$ cat config.mk
export PLATFORM = sky130hd
export DESIGN_NAME = whitespace_skipping_pattern_counter
export DESIGN_NICKNAME = d
export VERILOG_FILES = /design/src/design/wspc_pkg.sv /design/src/design/whitespace_skipping_pattern_counter.sv /design/src/design/wspc_matcher.sv
export SDC_FILE = /design/constraint.sdc
export NUM_CORES = 1
export LEC_CHECK = 0
export BUFFER_PORTS_ARGS = -buffer_cell sky130_fd_sc_hd__buf_2
export CAP_MARGIN = 20
export CORE_ASPECT_RATIO = 1.25
export CORE_MARGIN = 2
export CORE_UTILIZATION = 49
export CTS_BUF_LIST = sky130_fd_sc_hd__clkbuf_4 sky130_fd_sc_hd__clkbuf_8 sky130_fd_sc_hd__clkbuf_16
export DETAILED_ROUTE_END_ITERATION = 6
export PLACE_DENSITY = 0.66
export SLEW_MARGIN = 5
export SYNTH_ARGS = -nofsm -noshare
export SYNTH_HDL_FRONTEND = slang
export SYNTH_SLANG_ARGS = --single-unit
$ cat constraint.sdc
create_clock -name clk -period 14.7 [get_ports clk]
set_clock_uncertainty 0.05 [all_clocks]
set_input_delay 0.735 -clock clk [delete_from_list [all_inputs] [get_ports clk]]
set_output_delay 0.735 -clock clk [all_outputs]
set_load 0.05 [all_outputs]
$ cat src/design/wspc_pkg.sv
package wspc_pkg;

  localparam int MAX_PATTERN = 8;

  localparam int LEN_W   = $clog2(MAX_PATTERN + 1);
  localparam int CMP_W   = (LEN_W > 4) ? LEN_W : 4;
  localparam int IDX_W   = (MAX_PATTERN > 1) ? $clog2(MAX_PATTERN) : 1;

  localparam int PAT_W   = 64;
  localparam int PLEN_W  = 4;
  localparam int LINE_W  = 20;
  localparam int COL_W   = 16;
  localparam int COUNT_W = 24;
  localparam int CFG_IDX_W = 2;

  localparam logic [LINE_W-1:0]  LINE_MAX  = '1;
  localparam logic [COL_W-1:0]   COL_MAX   = '1;
  localparam logic [COUNT_W-1:0] COUNT_MAX = '1;

  localparam logic [7:0] CHAR_NL  = 8'h0A;
  localparam logic [7:0] CHAR_SP  = 8'h20;
  localparam logic [7:0] CHAR_TAB = 8'h09;

  localparam logic [CFG_IDX_W-1:0] CFG_PATTERN_CHARS  = CFG_IDX_W'(0);
  localparam logic [CFG_IDX_W-1:0] CFG_PATTERN_LENGTH = CFG_IDX_W'(1);

  typedef logic [MAX_PATTERN-1:0][7:0]        chars_t;
  typedef logic [MAX_PATTERN-1:0][LINE_W-1:0] lines_t;
  typedef logic [MAX_PATTERN-1:0][COL_W-1:0]  cols_t;

  typedef struct packed {
    logic             hit;
    logic [IDX_W-1:0] idx;
  } match_t;

endpackage

$ cat src/design/whitespace_skipping_pattern_counter.sv
// Whitespace-insensitive pattern counter.
// Feed a text file one byte per word on the item channel (data_byte, with
// file_start set on the first byte of each file to clear line, column,
// window and count). Spaces, tabs and newlines are skipped when matching,
// and every overlapping occurrence of the pattern gives one word on the hit
// channel: 1-based line and column of the first character and the running
// hit count, all saturating.
// The pattern is set on the cfg channel (index 0: pattern bytes, first in
// the lowest byte; index 1: length) while no bytes are in flight; cfg_ready
// is always high.
// Path: a byte enters the input register; window update and compare then load
// the hit register, which holds the hit word until it is taken.
// Throughput: one byte per cycle while no hit word stalls, set by the
// combinational window shift and parallel compare. While a hit word waits on
// hit_ready, bytes that do not complete a match keep flowing; a byte that
// completes one holds in the input register until the hit register frees.
// Reset clears the window, sets line 1, column 0, count 0, pattern zero and
// length 1.
module whitespace_skipping_pattern_counter import wspc_pkg::*; (
  input  logic                 clk,
  input  logic                 rst,
  input  logic                 item_valid,
  output logic                 item_ready,
  input  logic [7:0]           data_byte,
  input  logic                 file_start,
  output logic                 hit_valid,
  input  logic                 hit_ready,
  output logic [LINE_W-1:0]    hit_line,
  output logic [COL_W-1:0]     hit_column,
  output logic [COUNT_W-1:0]   hit_count,
  input  logic                 cfg_valid,
  output logic                 cfg_ready,
  input  logic [CFG_IDX_W-1:0] cfg_index,
  input  logic [PAT_W-1:0]     cfg_data
);

  logic [PAT_W-1:0]   pattern_chars;
  logic [PLEN_W-1:0]  pattern_length;

  logic               s1_valid;
  logic [7:0]         s1_byte;
  logic               s1_start;
  logic               s1_go;

  chars_t             win_chars, win_chars_next;
  lines_t             win_lines, win_lines_next;
  cols_t              win_cols, win_cols_next;
  logic [LEN_W-1:0]   fill, fill_next;
  logic [LINE_W-1:0]  line, line_next, base_line;
  logic [COL_W-1:0]   col, col_next, base_col, col_inc;
  logic [COUNT_W-1:0] hits, hits_next, base_hits;
  logic [LEN_W-1:0]   base_fill;
  logic               is_nl, is_char, hit_now, hit_free;
  match_t             m;

  assign cfg_ready  = 1'b1;
  assign hit_free   = !hit_valid || hit_ready;
  assign s1_go      = s1_valid && (hit_free || !hit_now);
  assign item_ready = !s1_valid || s1_go;

  always_ff @(posedge clk) begin
    if (rst) begin
      pattern_chars  <= '0;
      pattern_length <= PLEN_W'(1);
    end else if (cfg_valid) begin
      unique case (cfg_index)
        CFG_PATTERN_CHARS:  pattern_chars  <= cfg_data;
        CFG_PATTERN_LENGTH: pattern_length <= cfg_data[PLEN_W-1:0];
        default: ;
      endcase
    end
  end

  always_ff @(posedge clk) begin
    if (rst) begin
      s1_valid <= 1'b0;
    end else if (item_ready) begin
      s1_valid <= item_valid;
    end
  end

  always_ff @(posedge clk) begin
    if (item_ready && item_valid) begin
      s1_byte  <= data_byte;
      s1_start <= file_start;
    end
  end

  always_comb begin
    base_line = s1_start ? LINE_W'(1) : line;
    base_col  = s1_start ? '0 : col;
    base_fill = s1_start ? '0 : fill;
    base_hits = s1_start ? '0 : hits;

    col_inc = (base_col != COL_MAX) ? base_col + COL_W'(1) : base_col;
    is_nl   = (s1_byte == CHAR_NL);
    is_char = !is_nl && (s1_byte != CHAR_SP) && (s1_byte != CHAR_TAB);

    line_next      = base_line;
    col_next       = col_inc;
    fill_next      = base_fill;
    win_chars_next = win_chars;
    win_lines_next = win_lines;
    win_cols_next  = win_cols;

    if (is_nl) begin
      col_next = '0;
      if (base_line != LINE_MAX) begin
        line_next = base_line + LINE_W'(1);
      end
    end else if (is_char) begin
      // shift the new character in at entry 0
      for (int k = MAX_PATTERN - 1; k > 0; k--) begin
        win_chars_next[k] = win_chars[k-1];
        win_lines_next[k] = win_lines[k-1];
        win_cols_next[k]  = win_cols[k-1];
      end
      win_chars_next[0] = s1_byte;
      win_lines_next[0] = base_line;
      win_cols_next[0]  = col_inc;
      if (base_fill != LEN_W'(MAX_PATTERN)) begin
        fill_next = base_fill + LEN_W'(1);
      end
    end
  end

  wspc_matcher u_matcher (
    .win_chars      (win_chars_next),
    .fill           (fill_next),
    .pattern_chars  (pattern_chars),
    .pattern_length (pattern_length),
    .result         (m)
  );

  assign hit_now = is_char && m.hit;

  always_comb begin
    hits_next = base_hits;
    if (hit_now && (base_hits != COUNT_MAX)) begin
      hits_next = base_hits + COUNT_W'(1);
    end
  end

  always_ff @(posedge clk) begin
    if (rst) begin
      fill <= '0;
      line <= LINE_W'(1);
      col  <= '0;
      hits <= '0;
    end else if (s1_go) begin
      fill <= fill_next;
      line <= line_next;
      col  <= col_next;
      hits <= hits_next;
    end
  end

  always_ff @(posedge clk) begin
    if (s1_go) begin
      win_chars <= win_chars_next;
      win_lines <= win_lines_next;
      win_cols  <= win_cols_next;
    end
  end

  always_ff @(posedge clk) begin
    if (rst) begin
      hit_valid <= 1'b0;
    end else if (s1_go && hit_now) begin
      hit_valid <= 1'b1;
    end else if (hit_ready) begin
      hit_valid <= 1'b0;
    end
  end

  // hold the hit word until taken
  always_ff @(posedge clk) begin
    if (s1_go && hit_now) begin
      hit_line   <= win_lines_next[m.idx];
      hit_column <= win_cols_next[m.idx];
      hit_count  <= hits_next;
    end
  end

  a_hit_loads: assert property (@(posedge clk) disable iff (rst)
    s1_go && hit_now |=> hit_valid && (hit_count == $past(hits_next)))
    else $error("hit word not loaded");

  a_count_step: assert property (@(posedge clk) disable iff (rst)
    s1_go && hit_now && !s1_start && (hits != COUNT_MAX) |=> hits == $past(hits) + COUNT_W'(1))
    else $error("hit count did not advance");

  a_fill_bound: assert property (@(posedge clk) disable iff (rst)
    fill <= LEN_W'(MAX_PATTERN))
    else $error("window fill beyond depth");

  a_no_overwrite: assert property (@(posedge clk) disable iff (rst)
    hit_valid && !hit_ready |-> !(s1_go && hit_now))
    else $error("pending hit word overwritten");

  a_hit_nonzero: assert property (@(posedge clk) disable iff (rst)
    hit_valid |-> (hit_count != '0) && (hit_line != '0) && (hit_column != '0))
    else $error("hit word holds a zero field");

endmodule

$ cat src/design/wspc_matcher.sv
module wspc_matcher import wspc_pkg::*; (
  input  chars_t             win_chars,
  input  logic [LEN_W-1:0]   fill,
  input  logic [PAT_W-1:0]   pattern_chars,
  input  logic [PLEN_W-1:0]  pattern_length,
  output match_t             result
);

  chars_t                 pat;
  logic [LEN_W-1:0]       len;
  logic [IDX_W-1:0]       idx;
  logic [MAX_PATTERN-1:0] by_len;
  logic                   ok;

  always_comb begin
    // pattern bytes past the register read as zero
    pat = '0;
    for (int i = 0; i < MAX_PATTERN; i++) begin
      if (i < 8) begin
        pat[i] = pattern_chars[8*(i%8) +: 8];
      end
    end

    if (CMP_W'(pattern_length) > CMP_W'(MAX_PATTERN)) begin
      len = LEN_W'(MAX_PATTERN);
    end else begin
      len = LEN_W'(pattern_length);
    end

    // one candidate per length: oldest window entry lines up with pattern byte 0
    for (int l = 1; l <= MAX_PATTERN; l++) begin
      ok = 1'b1;
      for (int i = 0; i < l; i++) begin
        if (win_chars[l-1-i] != pat[i]) begin
          ok = 1'b0;
        end
      end
      by_len[l-1] = ok;
    end

    idx = IDX_W'(len - LEN_W'(1));
    result.idx = idx;
    result.hit = (len != '0) && (CMP_W'(fill) >= CMP_W'(len)) && by_len[idx];
  end

endmodule
After elaboration in Yosys (flattened, before gate mapping) --
Cells that the tools add are included.
Storage, ports and cells: register bits after elaboration 555, latch bits 0, memory bits (writable) 0, bits in read-only memories 0, input bits 80, memories kept 0
Cells by class: add/subtract/negate cells 5, $mul 0, divide/modulo/power cells 0, magnitude comparators 3, equal/unequal tests 44, shift-type cells 0, muxes and demuxes 63, bitwise operators 0, reduce and logical (&&, ||, !) cells 21
Operators by type and width (number):
- 2-to-1 mux 160 bit | 2
- inequality test 8 bit | 36
- 2-to-1 mux 128 bit | 2
- 2-to-1 mux 64 bit | 2
- 2-to-1 mux 20 bit | 4
- 2-to-1 mux 16 bit | 4
- binary-select mux 20 bit (select 3 bit) | 1
- binary-select mux 16 bit (select 3 bit) | 1
- 2-to-1 mux 24 bit | 2
- 2-to-1 mux 1 bit | 39
- adder 24 x 1 -> 24 bit (second input constant) | 1
- inequality test 24 bit (second input constant) | 1
- adder 20 x 1 -> 20 bit (second input constant) | 1
- 2-to-1 mux 4 bit | 5
- inequality test 20 bit (second input constant) | 1
- adder 16 x 1 -> 16 bit (second input constant) | 1
- inequality test 16 bit (second input constant) | 1
- logical AND 1 bit | 9
- == test 8 x 4 -> 1 bit (second input constant) | 1
- inequality test 8 x 4 -> 1 bit (second input constant) | 1
- inequality test 8 x 6 -> 1 bit (second input constant) | 1
- adder 4 x 1 -> 4 bit (second input constant) | 1
- >= comparator 4 bit | 1
- greater-than comparator 4 bit (second input constant) | 1
- 11 further kinds | 17

Depth between registers and ports, before layout --
word-level depth 24, depth in mapped cells 27, gate-level depth less buffers 20

Hierarchy --
A second synthesis with hierarchy kept.
Second synthesis, totals: cells, all modules 3397, area, all modules 30905.9 µm²
By module, submodules not included:
- whitespace_skipping_pattern_counter | instances 1, cells each 2908, area each 27092.2 µm²
- wspc_matcher | instances 1, cells each 489, area each 3813.7 µm²

Worst setup path after synthesis --
OpenSTA, ideal clock, no wires.
path type reg-to-reg, from reg s1_byte[4], to reg hit_column[0] (enable), data arrival time 10336 ps, data required time 14226 ps, setup slack 3890 ps, stages on the path, launching flop included 26, buffers on the path 8, clock period less this slack 10810 ps, cell sequence edfxtp_1 > buf_2 > or4_1 > buf_2 > nor2_2 > buf_2 > clkbuf_1 > clkbuf_1 > clkbuf_1 > clkbuf_1 > a31oi_1 > xnor2_1 > ha_1 > nand2b_1 > a21oi_1 > o21ai_0 > nand4_1 > nor3_1 > a31oi_1 > o21ai_0 > nand2_1 > a2111o_1 > nand2_2 > inv_2 > buf_2 > and2_1
On the way: longest elaborated chain between the ends 23
RTL lines:
- from (decl) | line whitespace_skipping_pattern_counter.sv:41 | logic [7:0] s1_byte;
- from (signal assigned) | line whitespace_skipping_pattern_counter.sv:84 | s1_byte <= data_byte;
- == test 8 x 4 -> 1 bit | line whitespace_skipping_pattern_counter.sv:96 | is_nl = (s1_byte == CHAR_NL);
- logical NOT 1 bit | line whitespace_skipping_pattern_counter.sv:97 | is_char = !is_nl && (s1_byte != CHAR_SP) && (s1_byte != CHAR_TAB);
- logical AND 1 bit (2 in a row) | line whitespace_skipping_pattern_counter.sv:97
- 2-to-1 mux 64 bit | line whitespace_skipping_pattern_counter.sv:111 | end else if (is_char) begin
- 2-to-1 mux 64 bit | line whitespace_skipping_pattern_counter.sv:106 | if (is_nl) begin
- inequality test 8 bit | line wspc_matcher.sv:34 | if (win_chars[l-1-i] != pat[i]) begin
- 2-to-1 mux 1 bit (8 in a row) | line wspc_matcher.sv:34
- binary-select mux 1 bit (select 3 bit) | line wspc_matcher.sv:43 | result.hit = (len != '0) && (CMP_W'(fill) >= CMP_W'(len)) && by_len[idx];
- 2-to-1 mux 1 bit (implied by the code) | line wspc_matcher.sv:43
- logical AND 1 bit | line wspc_matcher.sv:43
- logical AND 1 bit (*) | line whitespace_skipping_pattern_counter.sv:135 | assign hit_now = is_char && m.hit;
- logical NOT 1 bit (*) | line whitespace_skipping_pattern_counter.sv:58 | assign s1_go = s1_valid && (hit_free || !hit_now);
- logical OR 1 bit (*) | line whitespace_skipping_pattern_counter.sv:58
- logical AND 1 bit (*) | line whitespace_skipping_pattern_counter.sv:58
- via s1_go | line whitespace_skipping_pattern_counter.sv:43 | logic s1_go;
- logical AND 1 bit (*) | line whitespace_skipping_pattern_counter.sv:178 | if (s1_go && hit_now) begin
- to (signal assigned) | line whitespace_skipping_pattern_counter.sv:180 | hit_column <= win_cols_next[m.idx];
- to (decl) | line whitespace_skipping_pattern_counter.sv:29 | output logic [COL_W-1:0] hit_column,
The timed path passes the listed nets; every way through them passes the cells marked *. The select of a mux whose other input is x is not followed. A chain may end at the register's enable or synchronous reset.

Worst setup path in the final report --
from reg s1_byte[6], to reg hit_column[8] (enable)
On the way: longest elaborated chain between the ends 23
RTL lines (line):
- == test 8 x 4 -> 1 bit | whitespace_skipping_pattern_counter.sv:96
- logical NOT 1 bit | whitespace_skipping_pattern_counter.sv:97
- logical AND 1 bit (2 in a row) | whitespace_skipping_pattern_counter.sv:97
- 2-to-1 mux 64 bit | whitespace_skipping_pattern_counter.sv:111
- 2-to-1 mux 64 bit | whitespace_skipping_pattern_counter.sv:106
- inequality test 8 bit | wspc_matcher.sv:34
- 2-to-1 mux 1 bit (8 in a row) | wspc_matcher.sv:34
- binary-select mux 1 bit (select 3 bit) | wspc_matcher.sv:43
- 2-to-1 mux 1 bit (implied by the code) | wspc_matcher.sv:43
- logical AND 1 bit | wspc_matcher.sv:43
- logical AND 1 bit (*) | whitespace_skipping_pattern_counter.sv:135
- logical NOT 1 bit | whitespace_skipping_pattern_counter.sv:58
- logical OR 1 bit | whitespace_skipping_pattern_counter.sv:58
- logical AND 1 bit | whitespace_skipping_pattern_counter.sv:58
- logical AND 1 bit (*) | whitespace_skipping_pattern_counter.sv:178
Every way passes the cells marked *; elsewhere a longest branch is shown, timed or not. The select of a mux whose other input is x is not followed.

==> flow_summary.ini <==
[drt]
num_vias = 33700
drc = 5
antenna_left = 0
routed_via_density = 6.59
wl_per_cell_um = 30.4
wl_mm = 156
drtIter0Drc = 3845
drt-pass1-iter-count = 7

[grt]
overflow = 0
gr-usage-met2_pct = 61.6
antenna_found_initial = 19
grt_pass1_wl_mm = 224
grtUsageMet1_pct = 48.2
first_global_vias = 32500
grt_use_total_pct = 40.9
grt_max_degree = 206
met3_usage_pct = 12.7
top_usage_layer = met2

[synth]
synth_xor_area_share_pct = 5.22
synth_edf_count = 421
synth.area.mux_share_pct = 6.22
ys_seq_elements = 555
synth_nets = 4221
netlist_area_sq_um = 36000
synth_cells = 4131
synth_compound_area_share_pct = 15.5
async_flop_share_pct = 0
synth.area.top_cells = edfxtp_1, nand2_1, dfxtp_1
synth_top_area_share_pct = 35.1
syn_avg_cell_area_sq_um = 8.72
synth_top_family_by_area = simple AND/OR/NAND/NOR gates
synth-simple-area-share_pct = 25.0
synth_adder_area_share_pct = 0.347
yosysUniqueCellTypes = 107
yosysSeqAreaShare_pct = 42.5
synth_warnings = 0
ys.flop_type = edfxtp_1
yosysTopAreaCell = edfxtp_1

[sta]
final_hold_viol_count = 0
timing.final.crit_share_pct = 56.9
fin_tns_setup_ns = 0
slew_viol_final = 0
worst_pin_slew_ns = 1.31
rsz0062_at_grt = no
worst_slack_ns = 6.34
max-slew-margin-rel_pct = 10.7
fmax_mhz = 120
setup_viol = 0
timing.final.crit_period_ns = 8.36

[floorplan]
rows = 111
die_h_um = 307
fp.coreArea_sq_um = 73100
start_util_pct = 49.3
boundaryPins = 143
die_x_um = 247
dieArea_sq_um = 75700

[pwr]
power.static_leakage_uw = 0.0145
swShare_pct = 29.2
p_int_uw = 2760
irDropWorstVdd_mv = 0.0983
power.density_nw_per_um2 = 99.0
pwr-share-comb_pct = 16.0
p_seq_share_pct = 46.4
power.switching_uw = 1140
clkPwrFrac_pct = 37.6

[cts]
root_buffer = clkbuf_16
hold_buffers = 0
cts_buffers = 57
cts_resized = 0
h-tree-depth = 2
clk_latency_ns = 0.68
clock_path_buffers = 3
post-cts-setup-buffer-count = 0
cts_sinks = 555
path_clk_slew_ns = 0.07
cts_tree = done

[setup_path]
path_class = reg2reg
arrival_ns = 8.59
critPathLaunchType = register
crit_path_max_fanout = 110
endpoint_kind = register
cp.required_ns = 14.93

[layout]
nets = 4185
area_growth_pct = 9.44
drive_above_1_share_pct = 12.9
final.fill_count = 6821

[status]
status = finished with violations
failed_checks = design-rule violations

[run]
maxCapViolCount = 0

[placed_design]
gp_congestion = 1.11
io_buffers = 141
place_ws_ns = 6.75
hpwl_mm = 103

[min_path]
holdCritPathClass = in2reg
metal layers:
metal / vias up / wire length, um
met4: 10 / 14900
met3: 746 / 16300
met2: 1996 / 68500
met1: 16200 / 56100
li1: 14800 / -
met5: - / 52
worst paths after layout:
path / from / to / slack [ns] / cells past startpoint
setup / recovery: s1_byte[6] / hit_column[8] / 6.34 / 17
hold / removal: cfg_data[7] / pattern_chars[7] / 0.24 / 3
setup reg to reg: s1_byte[6] / hit_column[8] / 6.34 / 17
hold reg to reg: col[1] / col[1] / 0.40 / 2
synth_stat cells (all sizes together) (12+ instances only):
master   count
nand2     1137
edfxtp     421
clkbuf     249
a21oi      239
nand2b     138
nor2       138
dfxtp      134
o21ai      134
xnor2      130
nor2b      106
buf        104
inv        100
nand3       97
xor2        83
mux4        71
nand4       69
nor3        58
nor4        57
a211oi      42
mux2        42
o22ai       42
a31oi       40
o211ai      39
a221oi      36
a2111oi     30
o31ai       27
and3        26
o2111ai     23
or4         23
o221ai      20
or3         20
mux2i       17
and2        16
a22oi       14
o32ai       14
a32o        13
a32oi       12
a41oi       12
per-stage QoR:
| step | area, sq um | cells | utilization (%) | hold WS, ns | total power (uW) |
|---|---|---|---|---|---|
| after floorplan | 36000 | 4131 | - | 0.377 | 2210 |
| after global placement | 37500 | 4994 | 51.3 | 0.385 | 2440 |
| after detailed placement | 37500 | 4994 | 51.3 | 0.394 | 2440 |
| after CTS | 39400 | 5101 | 53.9 | 0.230 | 3900 |
| after global routing | 39400 | 5111 | 54.0 | 0.224 | 4010 |
| final | 39400 | 5117 | 54.0 | 0.241 | 3910 |
layout by cell type, fill, tap and decap left out, drive strengths merged, types with 14 or more instances in the layout:
master      n
o2111ai    23
or4        23
edfxtp    421
or3        20
o31ai      27
mux2i      17
a221oi     36
nand3      97
xor2       83
nor4       57
o221ai     20
a31oi      40
xnor2     130
a211oi     42
nor3       58
nand2    1137
nand2b    138
and2       16
dfxtp     134
a22oi      14
a2111oi    30
o22ai      42
diode      14
nor2b     106
clkbuf     85
buf       258
o21ai     134
mux2       42
nor2      138
clkinv     21
nand4      69
o211ai     39
a21oi     239
inv       103
mux4       71
and3       26
o32ai      14
state kept, by name, indices dropped and copies added, names as in the netlist:
register	flops
hits	24
pattern_length	4
hit_valid	1
s1_byte	8
hit_line	20
pattern_chars	64
line	20
win_lines	160
hit_column	16
s1_start	1
hit_count	24
win_chars	64
s1_valid	1
win_cols	128
col	16
fill	4
final cells by class:
type / instances / area, sq um / share of cell area, %
Multi-Input combinational cell: 3119 / 18900 / 48.0
Sequential cell: 555 / 15300 / 38.9
Clock buffer: 85 / 1680 / 4.26
Timing Repair Buffer: 258 / 1640 / 4.15
Tap cell: 960 / 1200 / 3.05
Inverter: 104 / 403 / 1.02
Clock inverter: 22 / 209 / 0.530
Antenna cell: 14 / 35.0 / 0.0889
logic make-up after synthesis:
| group | after synthesis |
|---|---|
| multiplexers | 130 |
| other | 1 |
| flip-flops | 555 |
| AND/OR/NAND/NOR | 1945 |
| adder cells (fa/ha/maj) | 10 |
| XOR/XNOR | 213 |
| AO/OA/AOI/OAI | 820 |
| buffers and inverters | 457 |
power groups by stage:
stage          clock network (uW)  logic (uW)  registers [uW]
4_1_cts                      1490         600            1810
6_report                     1470         625            1810
3_3_place_gp                    0         599            1840
5_1_grt                      1540         654            1810
3_5_place_dp                    0         597            1840
2_1_floorplan                   0         389            1820
critical path, cell delays in order, from the launching register on:
cell and delay, ns:
edfxtp_1 0.83, or4_4 0.66, buf_4 0.46, buf_4 0.66
nor2_4 0.06, buf_4 0.31, o32a_2 0.56, xnor2_1 0.18
nor4_1 0.25, nand4_1 0.12, nor4_1 0.86, nand3_1 0.43
a2111o_1 0.57, nand2_2 0.08, buf_4 0.44, inv_8 0.40
and2_4 0.37, buf_4 0.34
(Power assumes the default switching activity.)
